`src/design/tlcs_pkg.sv`:
```
// Package for the tick lead clock sync core: item kinds, register indexes,
// reset values and the constants of the millisecond to tick conversion.
// Depends on nothing; used by tick_lead_clock_sync_core.
package tlcs_pkg;

    // Kinds of input transactions. The fourth code changes nothing.
    localparam logic [1:0] KIND_TICK  = 2'd0;
    localparam logic [1:0] KIND_SNAP  = 2'd1;
    localparam logic [1:0] KIND_CLEAR = 2'd2;

    // Configuration register indexes.
    localparam int unsigned CFG_IDX_W = 2;
    localparam logic [CFG_IDX_W-1:0] REG_TICK_RATE  = 2'd0;
    localparam logic [CFG_IDX_W-1:0] REG_BUF_DEPTH  = 2'd1;
    localparam logic [CFG_IDX_W-1:0] REG_MAX_LEAD   = 2'd2;
    localparam logic [CFG_IDX_W-1:0] REG_THRESHOLD  = 2'd3;

    // Field widths fixed by the interface.
    localparam int unsigned RATE_W  = 10;
    localparam int unsigned BYTE_W  = 8;
    localparam int unsigned WORD_W  = 16;
    localparam int unsigned COUNT_W = 32;
    localparam int unsigned CFG_DATA_W = 10;

    // Register reset values; a zero rate is treated as the default rate.
    localparam logic [RATE_W-1:0] RATE_DEFAULT      = 10'd60;
    localparam logic [BYTE_W-1:0] BUF_DEPTH_DEFAULT = 8'd2;
    localparam logic [BYTE_W-1:0] MAX_LEAD_DEFAULT  = 8'd16;
    localparam logic [BYTE_W-1:0] THRESHOLD_DEFAULT = 8'd3;

    // ceil(ms * rate / 1000) is floor((ms * rate + 999) / 1000). The dividend
    // stays below 2^26; a reciprocal of ceil(2^36 / 1000) gives the exact
    // quotient over that whole range.
    localparam int unsigned PROD_W  = WORD_W + RATE_W;
    localparam int unsigned RECIP_W = 27;
    localparam int unsigned RECIP_SHIFT = 36;
    localparam logic [PROD_W-1:0]  ROUND_UP = 26'd999;
    localparam logic [RECIP_W-1:0] RECIP_1000 = 27'd68719477;

    // Width of the lead arithmetic before clamping.
    localparam int unsigned LEAD_W = 18;

endpackage

```
`src/design/tick_lead_clock_sync_core.sv`:
```
// Tick lead clock sync core: keeps the client tick a controlled lead ahead
// of the server tick. Depends on tlcs_pkg for kinds, register codes and
// the reciprocal constants of the millisecond to tick conversion.
//
// Channel   Direction  Handshake             Payload
// s_        in         s_valid / s_ready     kind, server tick, starvation, depth, RTT
// m_        out        m_valid / m_ready     client tick, estimated server tick, leads,
//                                            correction count, synced, snapped
// cfg_      in         cfg_valid / cfg_ready register index and write data
//
// One transaction is accepted per cycle unless a stall at m_ready holds it back.
// Stage one forms ms * rate + 999, stage two divides by 1000 through a
// reciprocal multiply, and stage three applies the item to the sync state and
// loads the result register. Only stage three reads or writes that state, so
// consecutive items see each other's effects without any wait.
// Each stage moves forward when the stage after it is empty or is moving;
// a stall at m_ready backs up through the stages to s_ready.
// aresetn is synchronous and active low. It empties the pipeline, clears the
// sync state and restores the register defaults. The configuration port is
// always ready.
module tick_lead_clock_sync_core #(
    parameter int unsigned TICK_WIDTH = 48
) (
    input  logic                              aclk,
    input  logic                              aresetn,

    input  logic                              s_valid,
    output logic                              s_ready,
    input  logic [1:0]                        s_kind,
    input  logic [TICK_WIDTH-1:0]             s_server_tick,
    input  logic [tlcs_pkg::WORD_W-1:0]       s_starved_ticks,
    input  logic [tlcs_pkg::WORD_W-1:0]       s_buffer_depth,
    input  logic [tlcs_pkg::WORD_W-1:0]       s_round_trip_ms,

    output logic                              m_valid,
    input  logic                              m_ready,
    output logic [TICK_WIDTH-1:0]             m_client_tick,
    output logic [TICK_WIDTH-1:0]             m_estimated_server_tick,
    output logic [tlcs_pkg::BYTE_W-1:0]       m_current_lead,
    output logic [tlcs_pkg::BYTE_W-1:0]       m_target_lead,
    output logic [tlcs_pkg::COUNT_W-1:0]      m_correction_count,
    output logic                              m_synced,
    output logic                              m_snapped,

    input  logic                              cfg_valid,
    output logic                              cfg_ready,
    input  logic [tlcs_pkg::CFG_IDX_W-1:0]    cfg_index,
    input  logic [tlcs_pkg::CFG_DATA_W-1:0]   cfg_data
);
    import tlcs_pkg::*;

    localparam int unsigned MUL_W = PROD_W + RECIP_W;

    // Configuration registers.
    logic [RATE_W-1:0] tick_rate_reg;
    logic [BYTE_W-1:0] buf_depth_reg;
    logic [BYTE_W-1:0] max_lead_reg;
    logic [BYTE_W-1:0] threshold_reg;

    assign cfg_ready = 1'b1;

    always_ff @(posedge aclk) begin
        if (!aresetn) begin
            tick_rate_reg <= RATE_DEFAULT;
            buf_depth_reg <= BUF_DEPTH_DEFAULT;
            max_lead_reg  <= MAX_LEAD_DEFAULT;
            threshold_reg <= THRESHOLD_DEFAULT;
        end else if (cfg_valid && cfg_ready) begin
            case (cfg_index)
                REG_TICK_RATE: tick_rate_reg <= cfg_data;
                REG_BUF_DEPTH: buf_depth_reg <= cfg_data[BYTE_W-1:0];
                REG_MAX_LEAD:  max_lead_reg  <= cfg_data[BYTE_W-1:0];
                REG_THRESHOLD: threshold_reg <= cfg_data[BYTE_W-1:0];
                default: begin
                end
            endcase
        end
    end

    // Pipeline handshake: a stage loads when it is empty or its content leaves.
    logic s1_valid_reg, s2_valid_reg, m_valid_reg;
    logic s1_ready, s2_ready, out_ready;

    assign out_ready = !m_valid_reg || m_ready;
    assign s2_ready  = !s2_valid_reg || out_ready;
    assign s1_ready  = !s1_valid_reg || s2_ready;
    assign s_ready   = s1_ready;
    assign m_valid   = m_valid_reg;

    // Stage one: product of round trip and tick rate, rounded up for the divide.
    logic [RATE_W-1:0] rate_eff;
    logic [PROD_W-1:0] prod_next;

    assign rate_eff  = (tick_rate_reg == '0) ? RATE_DEFAULT : tick_rate_reg;
    assign prod_next = PROD_W'(s_round_trip_ms) * PROD_W'(rate_eff) + ROUND_UP;

    logic [1:0]            s1_kind_reg;
    logic [TICK_WIDTH-1:0] s1_srv_reg;
    logic [WORD_W-1:0]     s1_starved_reg;
    logic [WORD_W-1:0]     s1_depth_reg;
    logic                  s1_ms_nz_reg;
    logic [PROD_W-1:0]     s1_prod_reg;

    always_ff @(posedge aclk) begin
        if (!aresetn) begin
            s1_valid_reg <= 1'b0;
        end else if (s1_ready) begin
            s1_valid_reg <= s_valid;
        end
        if (s1_ready && s_valid) begin
            s1_kind_reg    <= s_kind;
            s1_srv_reg     <= s_server_tick;
            s1_starved_reg <= s_starved_ticks;
            s1_depth_reg   <= s_buffer_depth;
            s1_ms_nz_reg   <= (s_round_trip_ms != '0);
            s1_prod_reg    <= prod_next;
        end
    end

    // Stage two: divide by 1000 through the reciprocal multiply.
    logic [MUL_W-1:0]  quot_full;
    logic [WORD_W-1:0] ticks_next;

    assign quot_full  = MUL_W'(s1_prod_reg) * MUL_W'(RECIP_1000);
    assign ticks_next = quot_full[RECIP_SHIFT +: WORD_W];

    logic [1:0]            s2_kind_reg;
    logic [TICK_WIDTH-1:0] s2_srv_reg;
    logic [WORD_W-1:0]     s2_starved_reg;
    logic [WORD_W-1:0]     s2_depth_reg;
    logic                  s2_ms_nz_reg;
    logic [WORD_W-1:0]     s2_ticks_reg;

    always_ff @(posedge aclk) begin
        if (!aresetn) begin
            s2_valid_reg <= 1'b0;
        end else if (s2_ready) begin
            s2_valid_reg <= s1_valid_reg;
        end
        if (s2_ready && s1_valid_reg) begin
            s2_kind_reg    <= s1_kind_reg;
            s2_srv_reg     <= s1_srv_reg;
            s2_starved_reg <= s1_starved_reg;
            s2_depth_reg   <= s1_depth_reg;
            s2_ms_nz_reg   <= s1_ms_nz_reg;
            s2_ticks_reg   <= ticks_next;
        end
    end

    // Stage three: the sync state. The estimated server tick is kept directly:
    // it moves with the client tick and is reloaded with the server tick on
    // every snapshot, which equals last server tick plus client ticks since.
    logic [TICK_WIDTH-1:0] client_reg, client_next;
    logic [TICK_WIDTH-1:0] est_reg, est_next;
    logic [BYTE_W-1:0]     lead_now_reg, lead_now_next;
    logic [BYTE_W-1:0]     lead_goal_reg, lead_goal_next;
    logic [COUNT_W-1:0]    snap_total_reg, snap_total_next;
    logic                  synced_reg, synced_next;
    logic                  snapped_next;

    logic [BYTE_W-1:0]     lead_top;
    logic [LEAD_W-1:0]     target_base, target_adj, raised;
    logic [WORD_W-1:0]     excess;
    logic [BYTE_W-1:0]     goal;
    logic [TICK_WIDTH-1:0] ahead;
    logic [BYTE_W-1:0]     measured, drift;
    logic                  do_snap;

    always_comb begin
        lead_top = (max_lead_reg == '0) ? BYTE_W'(1) : max_lead_reg;

        // Target lead: half the round trip in ticks, plus one for any known
        // round trip, one more, and the wanted server-side queue.
        target_base = LEAD_W'(s2_ticks_reg >> 1) + LEAD_W'(s2_ms_nz_reg) + LEAD_W'(1)
                    + LEAD_W'(buf_depth_reg);
        raised      = LEAD_W'(lead_goal_reg) + LEAD_W'(1) + LEAD_W'(s2_starved_reg);
        excess      = s2_depth_reg - WORD_W'(buf_depth_reg);
        target_adj  = target_base;
        if (synced_reg) begin
            if (s2_starved_reg != '0 || s2_depth_reg == '0) begin
                // Starvation or an empty queue: lead at least one past the old goal.
                if (raised > target_adj) begin
                    target_adj = raised;
                end
            end else if (s2_depth_reg > WORD_W'(buf_depth_reg)) begin
                // Too much queued: trim one tick, but only above the excess.
                if (target_adj > LEAD_W'(excess)) begin
                    target_adj = target_adj - LEAD_W'(1);
                end
            end
        end
        if (target_adj == '0) begin
            target_adj = LEAD_W'(1);
        end
        goal = (target_adj > LEAD_W'(lead_top)) ? lead_top : target_adj[BYTE_W-1:0];

        // Measured lead, clamped to the same top, and its drift from the goal.
        ahead    = client_reg - s2_srv_reg;
        measured = '0;
        if (client_reg > s2_srv_reg) begin
            measured = (ahead > TICK_WIDTH'(lead_top)) ? lead_top : ahead[BYTE_W-1:0];
        end
        drift   = (measured > goal) ? (measured - goal) : (goal - measured);
        do_snap = !synced_reg || (drift >= threshold_reg);

        client_next     = client_reg;
        est_next        = est_reg;
        lead_now_next   = lead_now_reg;
        lead_goal_next  = lead_goal_reg;
        snap_total_next = snap_total_reg;
        synced_next     = synced_reg;
        snapped_next    = 1'b0;

        case (s2_kind_reg)
            KIND_TICK: begin
                client_next = client_reg + TICK_WIDTH'(1);
                est_next    = est_reg + TICK_WIDTH'(1);
            end
            KIND_SNAP: begin
                lead_goal_next = goal;
                est_next       = s2_srv_reg;
                synced_next    = 1'b1;
                if (do_snap) begin
                    // The first snapshot is adopted without counting a correction.
                    client_next   = s2_srv_reg + TICK_WIDTH'(goal);
                    lead_now_next = goal;
                    snapped_next  = 1'b1;
                    if (synced_reg) begin
                        snap_total_next = snap_total_reg + COUNT_W'(1);
                    end
                end else begin
                    lead_now_next = measured;
                end
            end
            KIND_CLEAR: begin
                client_next     = '0;
                est_next        = '0;
                lead_now_next   = '0;
                lead_goal_next  = '0;
                snap_total_next = '0;
                synced_next     = 1'b0;
            end
            default: begin
            end
        endcase
    end

    logic adv3;
    assign adv3 = s2_valid_reg && out_ready;

    logic [TICK_WIDTH-1:0] m_client_reg, m_est_reg;
    logic [BYTE_W-1:0]     m_lead_reg, m_target_reg;
    logic [COUNT_W-1:0]    m_count_reg;
    logic                  m_synced_reg, m_snapped_reg;

    always_ff @(posedge aclk) begin
        if (!aresetn) begin
            m_valid_reg    <= 1'b0;
            client_reg     <= '0;
            est_reg        <= '0;
            lead_now_reg   <= '0;
            lead_goal_reg  <= '0;
            snap_total_reg <= '0;
            synced_reg     <= 1'b0;
        end else begin
            if (out_ready) begin
                m_valid_reg <= s2_valid_reg;
            end
            if (adv3) begin
                client_reg     <= client_next;
                est_reg        <= est_next;
                lead_now_reg   <= lead_now_next;
                lead_goal_reg  <= lead_goal_next;
                snap_total_reg <= snap_total_next;
                synced_reg     <= synced_next;
            end
        end
        if (adv3) begin
            m_client_reg  <= client_next;
            m_est_reg     <= synced_next ? est_next : '0;
            m_lead_reg    <= lead_now_next;
            m_target_reg  <= lead_goal_next;
            m_count_reg   <= snap_total_next;
            m_synced_reg  <= synced_next;
            m_snapped_reg <= snapped_next;
        end
    end

    assign m_client_tick           = m_client_reg;
    assign m_estimated_server_tick = m_est_reg;
    assign m_current_lead          = m_lead_reg;
    assign m_target_lead           = m_target_reg;
    assign m_correction_count      = m_count_reg;
    assign m_synced                = m_synced_reg;
    assign m_snapped               = m_snapped_reg;

endmodule

```
`config.mk`:
```
export PLATFORM = sky130hd
export DESIGN_NAME = tick_lead_clock_sync_core
export DESIGN_NICKNAME = d
export VERILOG_FILES = /design/src/design/tlcs_pkg.sv /design/src/design/tick_lead_clock_sync_core.sv
export SDC_FILE = /design/constraint.sdc
export NUM_CORES = 2
export LEC_CHECK = 0
export BUFFER_PORTS_ARGS = -buffer_cell sky130_fd_sc_hd__buf_4
export CAP_MARGIN = 20
export CELL_PAD_IN_SITES_DETAIL_PLACEMENT = 1
export CELL_PAD_IN_SITES_GLOBAL_PLACEMENT = 1
export CORE_UTILIZATION = 53
export DETAILED_ROUTE_END_ITERATION = 7
export PLACE_DENSITY_LB_ADDON = 0.1
export SKIP_LAST_GASP = 1
export SLEW_MARGIN = 10
export SYNTH_ARGS = -nofsm -noshare
export SYNTH_HDL_FRONTEND = slang
export SYNTH_SLANG_ARGS = --single-unit
```
`constraint.sdc`:
```
create_clock -name aclk -period 34.2 [get_ports aclk]
set_input_delay 0 -clock aclk [delete_from_list [all_inputs] [get_ports aclk]]
set_output_delay 0 -clock aclk [all_outputs]
set_load 0.02 [all_outputs]
```
==> impl_metrics.toml <==
[detailed_routing]
vias_per_cell = 6.21
drtIter0Drc = 3029
drc = 0
vias = 40041
totalWireLength_um = 164000
wl_per_cell_um = 25.4
antenna_left = 0
drtPass1Iterations = 6

[floorplanning]
die_w_um = 297
io-pin-count = 264
die_h_um = 297
die_area_mm2 = 0.0883
rows = 107
coreArea_mm2 = 0.0857
start_util_pct = 53.9

[worst_setup_path]
startpoint_type = "flip-flop"
cp_top_family = "compound AO/OA/AOI/OAI gates"
ff2ff_path_depth = 63
critPathMaxFanout = 10
required_ns = 34.58
timing.rr.end = "m_correction_count[19]"
critPathBufInv = 7
worstSetupPathDepth = 63
rrSetupSlack_ns = 20.69
arrival_ns = 13.90
crit_path_frequent_cell = "o21ai_0"
critPathCapture = "m_correction_count[19]"
critical-path-max-stage-delay_ns = 0.79
worstSetupPathType = "reg -> reg"
cpMaxStageDelayCell = "nor4_1"
timing.rr.start = "buf_depth_reg[0]"
endpoint_kind = "flip-flop"
startpoint = "buf_depth_reg[0]"

[run]
drv_cap = 0

[clocking]
post-cts-setup-buffers = 0
cts.sinks = 535
cts_tree = "yes"
insertion_delay_ns = 0.66
numCtsBuffers = 60
clockRootBuffer = "clkbuf_16"
cts.reportedPaths.clkPinSlew_ns = 0.07
htreeDepth = 2
clockBufferDepth = 3

[logic_synthesis]
ys_seq_area_share_pct = 30.9
async_reset_ff_share_pct = 0
synth_nets = 5912
synth_cell_type_count = 109
synth_edf_count = 353
yosysWarnings = 0
avgSynthCellArea_um2 = 9.29
synth_flop_cell = "edfxtp_1"
synthCells = 4970
synth_seq_cells = 535
netlist_area_mm2 = 0.0462

[global_routing]
grt_pass1_vias = 42729
grt_overflow = 0
antenna_found_initial = 3
grt_pass1_wl_um = 254000
grt_max_degree = 106
track_usage_pct = 36.8

[min_path]
hp-class = "in -> reg"

[layout]
area_delta_synth_final_pct = 13.5
final_common_cell = "inv_1"
nets = 6192
final_cell_mix = "614 x inv_1, 488 x ha_1, 465 x nand2_1"
drive_above_1_share_pct = 9.62

[sta]
clock.fmax_mhz = 74.0
fin_crit_ns = 13.51
setup_viol = 0
worstMarginPinSlew_ns = 1.08
fin_tns_setup_ns = 0
finalHoldViolations = 0
fin_crit_sh_pct = 39.5
whs_ns = 0.0641
finClkSkew_ns = 0.0312
slew_viol_final = 0
rsz0062_at_grt = "false"
maxSlewHeadroom_pct = 27.9

[placed_design]
hpwl_um = 121000
io_buffers = 262
globalplace.congestion = 0.956

[status]
outcome = "completed"
==> logic make-up (layout without fill, tap and decap cells) <==
| kind of cell | after synthesis | after routing | share of synthesized area, % |
|---|---|---|---|
| simple gates | 1511 | 1511 | 15.4 |
| compound gates | 1088 | 1088 | 15.3 |
| fa+ha+maj | 827 | 827 | 27.9 |
| buf+inv | 825 | 1156 | 6.74 |
| flops | 535 | 535 | 30.9 |
| xor+xnor | 133 | 133 | 2.56 |
| mux | 50 | 50 | 1.20 |
| other cells | 1 | 2 | 0.00812 |
==> worst reg2reg max path: cells and delay by family (launching register included) <==
family | cells | cell delay [ns]
compound gates | 30 | 6.46
flops | 1 | 0.39
fa+ha+maj | 8 | 1.93
xor+xnor | 2 | 0.55
simple gates | 15 | 3.10
buf+inv | 7 | 0.74
mux | 1 | 0.09
==> layout make-up <==
| cell class | count | area [um2] |
|---|---|---|
| repair buffers | 419 | 3440 |
| clock buffers | 76 | 1650 |
| inverters | 624 | 2350 |
| well taps | 1144 | 1430 |
| fillers | 9700 | 33300 |
| diodes | 1 | 2.50 |
| flip-flops and latches | 535 | 14200 |
| clock inverters | 37 | 384 |
| multi-input cells | 3610 | 28900 |
==> worst min path at each step <==
stage | from | to | slack (ns) | cells after the start
6_report | s_buffer_depth[1] | s1_depth_reg[1] | 0.06 | 2
3_3_place_gp | s_server_tick[15] | s1_srv_reg[15] | 0.18 | 1
3_5_place_dp | s_server_tick[13] | s1_srv_reg[13] | 0.18 | 1
2_1_floorplan | s_buffer_depth[0] | s1_depth_reg[0] | 0.1 | 0
4_1_cts | s_buffer_depth[6] | s1_depth_reg[6] | 0.04 | 2
5_1_grt | s_server_tick[20] | s1_srv_reg[20] | 0.05 | 2
==> synth_stat cells (9+ instances only) <==
library cell / count / area [um2]
and2_1: 65 / 407
mux2_2: 12 / 135
a22oi_1: 38 / 285
o21a_1: 47 / 353
o211ai_1: 25 / 188
nor4_1: 51 / 319
nor2b_1: 24 / 150
o211a_1: 11 / 110
o21ai_1: 10 / 50.1
nand3_1: 113 / 566
or4_1: 11 / 82.6
xnor2_1: 100 / 876
o21ai_0: 272 / 1360
a21oi_1: 280 / 1400
or2_2: 24 / 150
clkbuf_1: 181 / 679
dfxtp_1: 182 / 3640
a2111oi_0: 9 / 78.8
nand2_1: 465 / 1750
ha_1: 491 / 6140
o31ai_1: 40 / 300
nor3b_1: 10 / 75.1
xor2_1: 31 / 272
a21o_1: 67 / 503
nand2b_1: 39 / 244
and3_1: 53 / 332
inv_1: 614 / 2300
a32oi_1: 11 / 96.3
a211oi_1: 74 / 556
a22o_1: 9 / 78.8
nand4_1: 56 / 350
o21bai_1: 14 / 105
or3_1: 28 / 175
nor3_1: 125 / 626
nor2_1: 403 / 1510
o22ai_1: 22 / 138
buf_1: 15 / 56.3
or2_1: 9 / 56.3
a21boi_0: 11 / 82.6
a31oi_1: 35 / 219
fa_1: 336 / 6730
mux2i_1: 30 / 300
edfxtp_1: 353 / 10600
==> per-stage QoR <==
step	instance area [um2]	setup slack, ns	utilization [%]	std cells
2_1_floorplan	46200	22.74	-	4970
3_3_place_gp	49200	21.36	57.4	6217
3_5_place_dp	49200	20.88	57.4	6217
4_1_cts	52400	20.79	61.1	6444
5_1_grt	52400	19.73	61.1	6445
6_report	52400	20.69	61.1	6446
==> timing repair <==
| action | in CTS | in global routing |
|---|---|---|
| gates resized for setup | 0 | 0 |
| hold endpoints to repair | 157 | 0 |
| hold buffers | 114 | 0 |
==> per-layer routing <==
metal  share of wire (%)  track usage, %
met5               0.019               0
met4                 5.1            17.4
met3                 6.5            5.32
met2                  49            63.3
met1                  39            45.6
Power is not shown: default switching activity piles up to over one toggle a cycle in this logic, so the estimate is an artifact.
